### src/sv/tafc_pkg.sv
`timescale 1ns / 1ps

package tafc_pkg;

	// Request item: start of a search or a tuner status report
	typedef struct packed {
		logic        op;
		logic [15:0] start_freq;
		logic        search_up;
		logic        wrap_mode;
		logic [7:0]  afc_status;
		logic        signal_present;
		logic        stop_request;
	} req_t;

	// Result item: frequency to tune, its band, and the search outcome
	typedef struct packed {
		logic [15:0] tune_freq;
		logic [1:0]  band;
		logic [1:0]  outcome;
	} res_t;

	typedef enum logic {
		OP_START  = 1'b0,
		OP_STATUS = 1'b1
	} op_t;

	typedef enum logic [1:0] {
		OUT_KEEP     = 2'd0,
		OUT_FOUND    = 2'd1,
		OUT_NOTFOUND = 2'd2,
		OUT_ABORT    = 2'd3
	} outcome_t;

	typedef enum logic [1:0] {
		BAND_LOW  = 2'd0,
		BAND_MID  = 2'd1,
		BAND_HIGH = 2'd2
	} band_t;

	typedef enum logic [2:0] {
		REG_MIN_FREQ  = 3'd0,
		REG_MAX_FREQ  = 3'd1,
		REG_SKIP_UNIT = 3'd2,
		REG_LOW_EDGE  = 3'd3,
		REG_HIGH_EDGE = 3'd4
	} reg_idx_t;

	localparam int unsigned AFC_WIN_BIT  = 6;
	localparam logic [2:0]  AFC_CENTERED = 3'd2;
	localparam logic [2:0]  AFC_CODE_0   = 3'd0;
	localparam logic [2:0]  AFC_CODE_1   = 3'd1;
	localparam logic [2:0]  AFC_CODE_3   = 3'd3;
	localparam logic [2:0]  AFC_CODE_4   = 3'd4;
	localparam logic [2:0]  AFC_CODE_5   = 3'd5;
	localparam logic [2:0]  AFC_CODE_7   = 3'd7;

	localparam logic [15:0] MIN_FREQ_RST  = 16'h0000;
	localparam logic [15:0] MAX_FREQ_RST  = 16'hFFFF;
	localparam logic [13:0] SKIP_UNIT_RST = 14'd1;
	localparam logic [15:0] EDGE_RST      = 16'h0000;

endpackage

### src/sv/tuner_afc_channel_search.sv
`timescale 1ns / 1ps

// Channel  | Direction | Handshake               | Payload
// ---------+-----------+-------------------------+------------------------
// req      | in        | req_valid / req_stall   | req_data  (tafc_pkg::req_t)
// res      | out       | res_valid / res_stall   | res_data  (tafc_pkg::res_t)
// apb      | in        | psel/penable/pwrite     | paddr, pwdata, prdata
//
// One request per cycle unless stalled; each result is computed between the input
// register and the result register, and is valid from the result register.
// Reset clears the search state to idle and loads register defaults.
// A stalled result holds the result register and a full input register;
// requests stall only while both are full and the result is stalled.

module tuner_afc_channel_search (
	input  logic               clk,
	input  logic               arst_n,
	input  logic               req_valid,
	output logic               req_stall,
	input  tafc_pkg::req_t     req_data,
	output logic               res_valid,
	input  logic               res_stall,
	output tafc_pkg::res_t     res_data,
	input  logic               psel,
	input  logic               penable,
	input  logic               pwrite,
	input  logic [4:0]         paddr,
	input  logic [31:0]        pwdata,
	output logic [31:0]        prdata,
	output logic               pready
);

	// configuration registers
	logic [15:0] min_freq_q, max_freq_q, low_edge_q, high_edge_q;
	logic [13:0] skip_unit_q;

	// search state
	logic [15:0] cur_freq_q, base_freq_q;
	logic        wrapped_q, dir_up_q, fine_q, active_q;

	// pipeline
	tafc_pkg::req_t req_s1;
	logic           vld_s1;
	tafc_pkg::res_t res_s2;
	logic           vld_s2;

	logic           adv_s1;
	logic           cfg_wr;
	logic [2:0]     cfg_idx;

	assign pready  = 1'b1;
	assign cfg_wr  = psel & penable & pwrite;
	assign cfg_idx = paddr[4:2];

	always_ff @(posedge clk or negedge arst_n) begin
		if (!arst_n) begin
			min_freq_q  <= tafc_pkg::MIN_FREQ_RST;
			max_freq_q  <= tafc_pkg::MAX_FREQ_RST;
			skip_unit_q <= tafc_pkg::SKIP_UNIT_RST;
			low_edge_q  <= tafc_pkg::EDGE_RST;
			high_edge_q <= tafc_pkg::EDGE_RST;
		end else if (cfg_wr) begin
			unique case (cfg_idx)
				tafc_pkg::REG_MIN_FREQ:  min_freq_q  <= pwdata[15:0];
				tafc_pkg::REG_MAX_FREQ:  max_freq_q  <= pwdata[15:0];
				tafc_pkg::REG_SKIP_UNIT: skip_unit_q <= pwdata[13:0];
				tafc_pkg::REG_LOW_EDGE:  low_edge_q  <= pwdata[15:0];
				tafc_pkg::REG_HIGH_EDGE: high_edge_q <= pwdata[15:0];
				default: ;
			endcase
		end
	end

	always_comb begin
		unique case (cfg_idx)
			tafc_pkg::REG_MIN_FREQ:  prdata = {16'h0000, min_freq_q};
			tafc_pkg::REG_MAX_FREQ:  prdata = {16'h0000, max_freq_q};
			tafc_pkg::REG_SKIP_UNIT: prdata = {18'd0, skip_unit_q};
			tafc_pkg::REG_LOW_EDGE:  prdata = {16'h0000, low_edge_q};
			tafc_pkg::REG_HIGH_EDGE: prdata = {16'h0000, high_edge_q};
			default:                 prdata = 32'h0000_0000;
		endcase
	end

	// handshake
	assign adv_s1    = vld_s1 & (~vld_s2 | ~res_stall);
	assign req_stall = vld_s1 & vld_s2 & res_stall;
	assign res_valid = vld_s2;
	assign res_data  = res_s2;

	always_ff @(posedge clk or negedge arst_n) begin
		if (!arst_n) begin
			vld_s1 <= 1'b0;
		end else if (!req_stall) begin
			vld_s1 <= req_valid;
		end
	end

	always_ff @(posedge clk) begin
		if (req_valid && !req_stall) begin
			req_s1 <= req_data;
		end
	end

	// step computation
	logic        in_win, centered, coarse_back, do_sub;
	logic [2:0]  code;
	logic [15:0] step, delta, stepped, jump;
	logic [15:0] nxt_cur, nxt_base, res_freq;
	logic        nxt_wrapped, nxt_dir, nxt_fine, nxt_active;
	logic [1:0]  res_out;

	function automatic logic [1:0] band_of(input logic [15:0] f,
	                                       input logic [15:0] lo,
	                                       input logic [15:0] hi);
		if (f < lo)
			band_of = tafc_pkg::BAND_LOW;
		else if (f < hi)
			band_of = tafc_pkg::BAND_MID;
		else
			band_of = tafc_pkg::BAND_HIGH;
	endfunction

	always_comb begin
		in_win   = req_s1.afc_status[tafc_pkg::AFC_WIN_BIT];
		code     = req_s1.afc_status[2:0];
		centered = in_win && (code == tafc_pkg::AFC_CENTERED);
		jump     = {skip_unit_q, 2'b00};

		if (fine_q) begin
			if (!in_win)
				step = 16'd2;
			else if (dir_up_q || code <= tafc_pkg::AFC_CODE_4)
				step = 16'd1;
			else
				step = 16'd2;
		end else begin
			if (!in_win)
				step = 16'd4;
			else begin
				case (code) inside
					tafc_pkg::AFC_CODE_0, tafc_pkg::AFC_CODE_4: step = 16'd2;
					tafc_pkg::AFC_CODE_1, tafc_pkg::AFC_CODE_3: step = 16'd1;
					default:                                    step = 16'd4;
				endcase
			end
		end

		// coarse up pulls back for low codes
		coarse_back = !fine_q && dir_up_q && in_win && (code <= tafc_pkg::AFC_CODE_1);
		delta       = centered ? jump : step;
		do_sub      = centered ? !dir_up_q : (coarse_back || !dir_up_q);
		stepped     = do_sub ? (cur_freq_q - delta) : (cur_freq_q + delta);

		nxt_cur     = cur_freq_q;
		nxt_base    = base_freq_q;
		nxt_wrapped = wrapped_q;
		nxt_dir     = dir_up_q;
		nxt_fine    = fine_q;
		nxt_active  = active_q;
		res_freq    = cur_freq_q;
		res_out     = tafc_pkg::OUT_KEEP;

		if (req_s1.op == tafc_pkg::OP_START) begin
			nxt_cur     = req_s1.start_freq;
			nxt_base    = req_s1.start_freq;
			nxt_dir     = req_s1.search_up;
			nxt_fine    = req_s1.wrap_mode;
			nxt_wrapped = 1'b0;
			nxt_active  = 1'b1;
			res_freq    = req_s1.start_freq;
		end else if (!active_q) begin
			res_out = tafc_pkg::OUT_NOTFOUND;
		end else if (req_s1.stop_request) begin
			nxt_active = 1'b0;
			res_out    = tafc_pkg::OUT_ABORT;
		end else if (centered && req_s1.signal_present) begin
			nxt_active = 1'b0;
			res_out    = tafc_pkg::OUT_FOUND;
		end else begin
			nxt_cur  = stepped;
			res_freq = stepped;
			if (!fine_q) begin
				if (dir_up_q ? (stepped > max_freq_q) : (stepped < min_freq_q)) begin
					nxt_active = 1'b0;
					res_out    = tafc_pkg::OUT_NOTFOUND;
				end
			end else if (wrapped_q &&
			             (dir_up_q ? (stepped > base_freq_q) : (stepped < base_freq_q))) begin
				nxt_active = 1'b0;
				res_out    = tafc_pkg::OUT_NOTFOUND;
			end else if (dir_up_q && stepped > max_freq_q) begin
				nxt_cur     = min_freq_q;
				res_freq    = min_freq_q;
				nxt_wrapped = 1'b1;
			end else if (!dir_up_q && stepped < min_freq_q) begin
				nxt_cur     = max_freq_q;
				res_freq    = max_freq_q;
				nxt_wrapped = 1'b1;
			end
		end
	end

	always_ff @(posedge clk or negedge arst_n) begin
		if (!arst_n) begin
			cur_freq_q  <= 16'h0000;
			base_freq_q <= 16'h0000;
			wrapped_q   <= 1'b0;
			dir_up_q    <= 1'b0;
			fine_q      <= 1'b0;
			active_q    <= 1'b0;
		end else if (adv_s1) begin
			cur_freq_q  <= nxt_cur;
			base_freq_q <= nxt_base;
			wrapped_q   <= nxt_wrapped;
			dir_up_q    <= nxt_dir;
			fine_q      <= nxt_fine;
			active_q    <= nxt_active;
		end
	end

	always_ff @(posedge clk or negedge arst_n) begin
		if (!arst_n) begin
			vld_s2 <= 1'b0;
		end else if (!vld_s2 || !res_stall) begin
			vld_s2 <= vld_s1;
		end
	end

	always_ff @(posedge clk) begin
		if (adv_s1) begin
			res_s2.tune_freq <= res_freq;
			res_s2.band      <= band_of(res_freq, low_edge_q, high_edge_q);
			res_s2.outcome   <= res_out;
		end
	end

endmodule

### config.mk
export PLATFORM = sky130hd
export DESIGN_NAME = tuner_afc_channel_search
export DESIGN_NICKNAME = d
export VERILOG_FILES = /design/src/sv/tafc_pkg.sv /design/src/sv/tuner_afc_channel_search.sv
export SDC_FILE = /design/constraint.sdc
export NUM_CORES = 1
export LEC_CHECK = 0
export BUFFER_PORTS_ARGS = -buffer_cell sky130_fd_sc_hd__clkbuf_2
export CAP_MARGIN = 20
export CORE_UTILIZATION = 54
export CTS_CLUSTER_DIAMETER = 200
export DETAILED_ROUTE_END_ITERATION = 8
export GPL_ROUTABILITY_DRIVEN = 1
export PLACE_DENSITY = 0.89
export SLEW_MARGIN = 20
export SYNTH_ARGS = -nofsm -noshare
export SYNTH_HDL_FRONTEND = slang
export SYNTH_SLANG_ARGS = --single-unit
### constraint.sdc
create_clock -name clk -period 7.83 [get_ports clk]
set_input_delay 0.783 -clock clk [delete_from_list [all_inputs] [get_ports clk]]
set_output_delay 0.783 -clock clk [all_outputs]
set_load 0.005 [all_outputs]
==> qor.csv <==
stage,metric,value,unit
sta,holdWs,424,ps
logic_synthesis,synth_cells,1105,
run,maxCapViolations,0,
global_routing,grt_usage,32.9,%
logic_synthesis,synth_warnings,0,
logic_synthesis,yosys_most_used_dff,dfrtp_1,
die,initial_utilization,55.6,%
logic_synthesis,synth-seq-cells,161,
logic_synthesis,postSynthAreaPerCell,9.51,um^2
sta,setup_violations,2,
worst_setup_path,required,8010,ps
clock_network,root_buffer,clkbuf_16,
clock_network,cts_tree,done,
worst_setup_path,crit_top_cell,a21o_1,
clock_network,cts_sinks,161,
clock_network,clk_pin_slew,70,ps
die,die-height,142,um
layout,syn_to_final_growth,26.1,%
sta,setup_ws,-233,ps
global_routing,antenna_found_initial,0,
die,io_pins,128,
clock_network,cts_buffers,17,
die,core_area,18900,um^2
sta,fin_skew,10.7,ps
worst_setup_path,critPathSlowestCell,or4b_4,
layout,drive_gt1_share,32.1,%
drt,drt_iter0_markers,957,
worst_setup_path,cpPeakStageDelay,560,ps
placed_design,globalplace.congestion,0.946,
run_status,status,"complete, but fails checks",
worst_setup_path,critPathLaunchType,flip-flop,
logic_synthesis,seq_area_frac_synth,40.7,%
drt,drt-vias-per-instance,6.24,
logic_synthesis,async_flop_share,72.0,%
run_status,violations,negative setup slack,
logic_synthesis,synth-edff-count,45,
logic_synthesis,synth_top_cell_area_share,23.6,%
clock_network,holdBufCountCts,0,
die,dieWidth,142,um
worst_setup_path,end_kind,flip-flop,
drt,post_drt_wl_per_cell,20.7,um
logic_synthesis,synthTopCellsByArea,"dfrtp_1 (24%), edfxtp_1 (13%), ha_1 (11%)",
sta,fmax,124,MHz
sta,slew_headroom,28.4,%
logic_synthesis,synth_top_cell_by_area,dfrtp_1,
sta,finalCriticalPeriod,8060,ps
pwr,ir_drop,0.375,mV
worst_setup_path,path_buf_inv,7,
logic_synthesis,netlist_area,10500,um^2
sta,fin_tns_setup,-421,ps
die,die_area,20000,um^2
global_routing,overflow,0,
die,rows,50,
layout,mostFrequentLayoutCell,buf_4,
worst_hold_path,holdCritPathClass,primary input to async pin,
layout,nNetsFinal,1487,
logic_synthesis,synth.distinct_cells,71,
global_routing,grt_max_degree,60,
worst_setup_path,cp.arrival,8250,ps
layout,final_cell_mix,"buf_4 (150), nand2_1 (111), dfrtp_1 (99)",
layout,diodes,0,
sta,tightest_slew,1070,ps
pwr,p_per_area,421,nW/um^2
layout,layout.cells.non_filler,1593,
global_routing,grt_pass1_vias,9692,
drt,wl,33000,um
placed_design,dp.cells,1538,
clock_network,clk_path_buf_depth,2,
drt,drt_first_pass_iters,5,
sta,timing.final.crit_share,103,%
clock_network,worstSkewPairLatency,440,ps
placed_design,port_buffers,88,
sta,rsz0062_at_grt,true,
drt,drcViolationCount,0,
layout,fillerInstances,1327,
pwr,leakage,5.99,nW
placed_design,hpwl,23900,um
sta,slew_viol_final,0,
worst_setup_path,cp_top_family,compound AO/OA/AOI/OAI gates,
drt,dr_total_vias,9943,
clock_network,htreeDepth,4,
drt,postRouteAntennaNets,0,
worst_setup_path,worstSetupPathType,flip-flop to flip-flop,
sta,hold_viol,0,
worst_setup_path,crit_fanout,6,
global_routing,grt_pass1_wl,50200,um
==> flip-flops by register name, summed over array words and instances, names as in the netlist, 3 cells and up <==
| register | flops |
|---|---|
| high_edge_q | 16 |
| cur_freq_q | 16 |
| code | 3 |
| res_data | 20 |
| max_freq_q | 16 |
| low_edge_q | 16 |
| skip_unit_q | 14 |
| req_s1 | 21 |
| base_freq_q | 16 |
| min_freq_q | 16 |
==> metrics by stage <==
stage	setup slack (ps)	util, %	power, mW	area, um^2
floorplan	106	-	2.98	10600
global route	-462	70.1	5.94	13300
detailed placement	-491	63.7	4.18	12000
finish	-233	70.1	5.58	13300
CTS	1.45	68.0	5.20	12900
global placement	-428	63.7	4.05	12000
==> repair_timing <==
action | in CTS | in global routing
pin swaps | 21 | 50
resized for setup | 49 | 49
setup endpoints to repair | 2 | 2
cloned | 0 | 0
hold endpoints to repair | 0 | 0
buffers inserted | 9 | 13
==> kinds of logic (layout without fill, tap and decap cells) <==
kind of cell	count (synthesis)	in the layout	synth area share, %
AO/OA/AOI/OAI	336	336	21.0
XOR/XNOR	17	17	1.42
adder cells (fa/ha/maj)	94	94	11.3
buffers and inverters	160	373	6.43
flip-flops	161	161	40.7
multiplexers	71	71	7.49
other	2	17	0.0715
AND/OR/NAND/NOR	264	264	11.6
==> routing by layer <==
metal | part of all wire (%) | vias up | global-route usage, %
li1 | - | 4436 | -
met1 | 40 | 4773 | 42.7
met2 | 47 | 612 | 53.7
met3 | 9.4 | 122 | 6.58
met4 | 4.2 | 0 | 14.0
met5 | 0 | - | 0
==> final timing paths <==
| check | slack [ps] | from | end | cells after the start |
|---|---|---|---|---|
| max | -230 | code[0] | res_data[3] | 40 |
| min in group clk | 480 | req_s1[10] | fine_q | 2 |
| min reg2reg | 480 | req_s1[10] | fine_q | 2 |
| min | 420 | arst_n | base_freq_q[0] | 1 |
| max in group asynchronous | 6140 | arst_n | low_edge_q[10] | 2 |
| max reg2reg | -230 | code[0] | res_data[3] | 40 |
==> Yosys cell counts, types with 12 or more instances <==
cell,instances
inv_1,95
nor2b_1,12
buf_4,17
clkbuf_1,38
nand2_1,111
a21o_1,28
o21ai_0,87
ha_1,93
dfrtp_1,99
mux2_2,61
nor2_1,62
a22oi_1,30
o22ai_1,16
nand4_1,13
nand3_1,21
xnor2_1,13
dfstp_2,17
o211ai_1,17
edfxtp_1,45
a21oi_1,65
==> report_power, final <==
| part | internal, mW | leakage (nW) | switching (mW) |
|---|---|---|---|
| logic | 1.66 | 3.91 | 1.91 |
| clock network | 0.420 | 0.261 | 0.377 |
| registers | 1.07 | 1.83 | 0.154 |
| total | 3.14 | 5.99 | 2.44 |
==> layout make-up <==
cell class                      instances  area, um^2  share of cell area (%)
Multi-Input combinational cell        799        6070                    45.8
Sequential cell                       161        4280                    32.3
Timing Repair Buffer                  245        1670                    12.6
Clock buffer                           19         443                    3.34
Inverter                               96         360                    2.72
Tap cell                              260         325                    2.46
Clock inverter                         13         104                   0.784
Power figures use the tool's default switching activity.
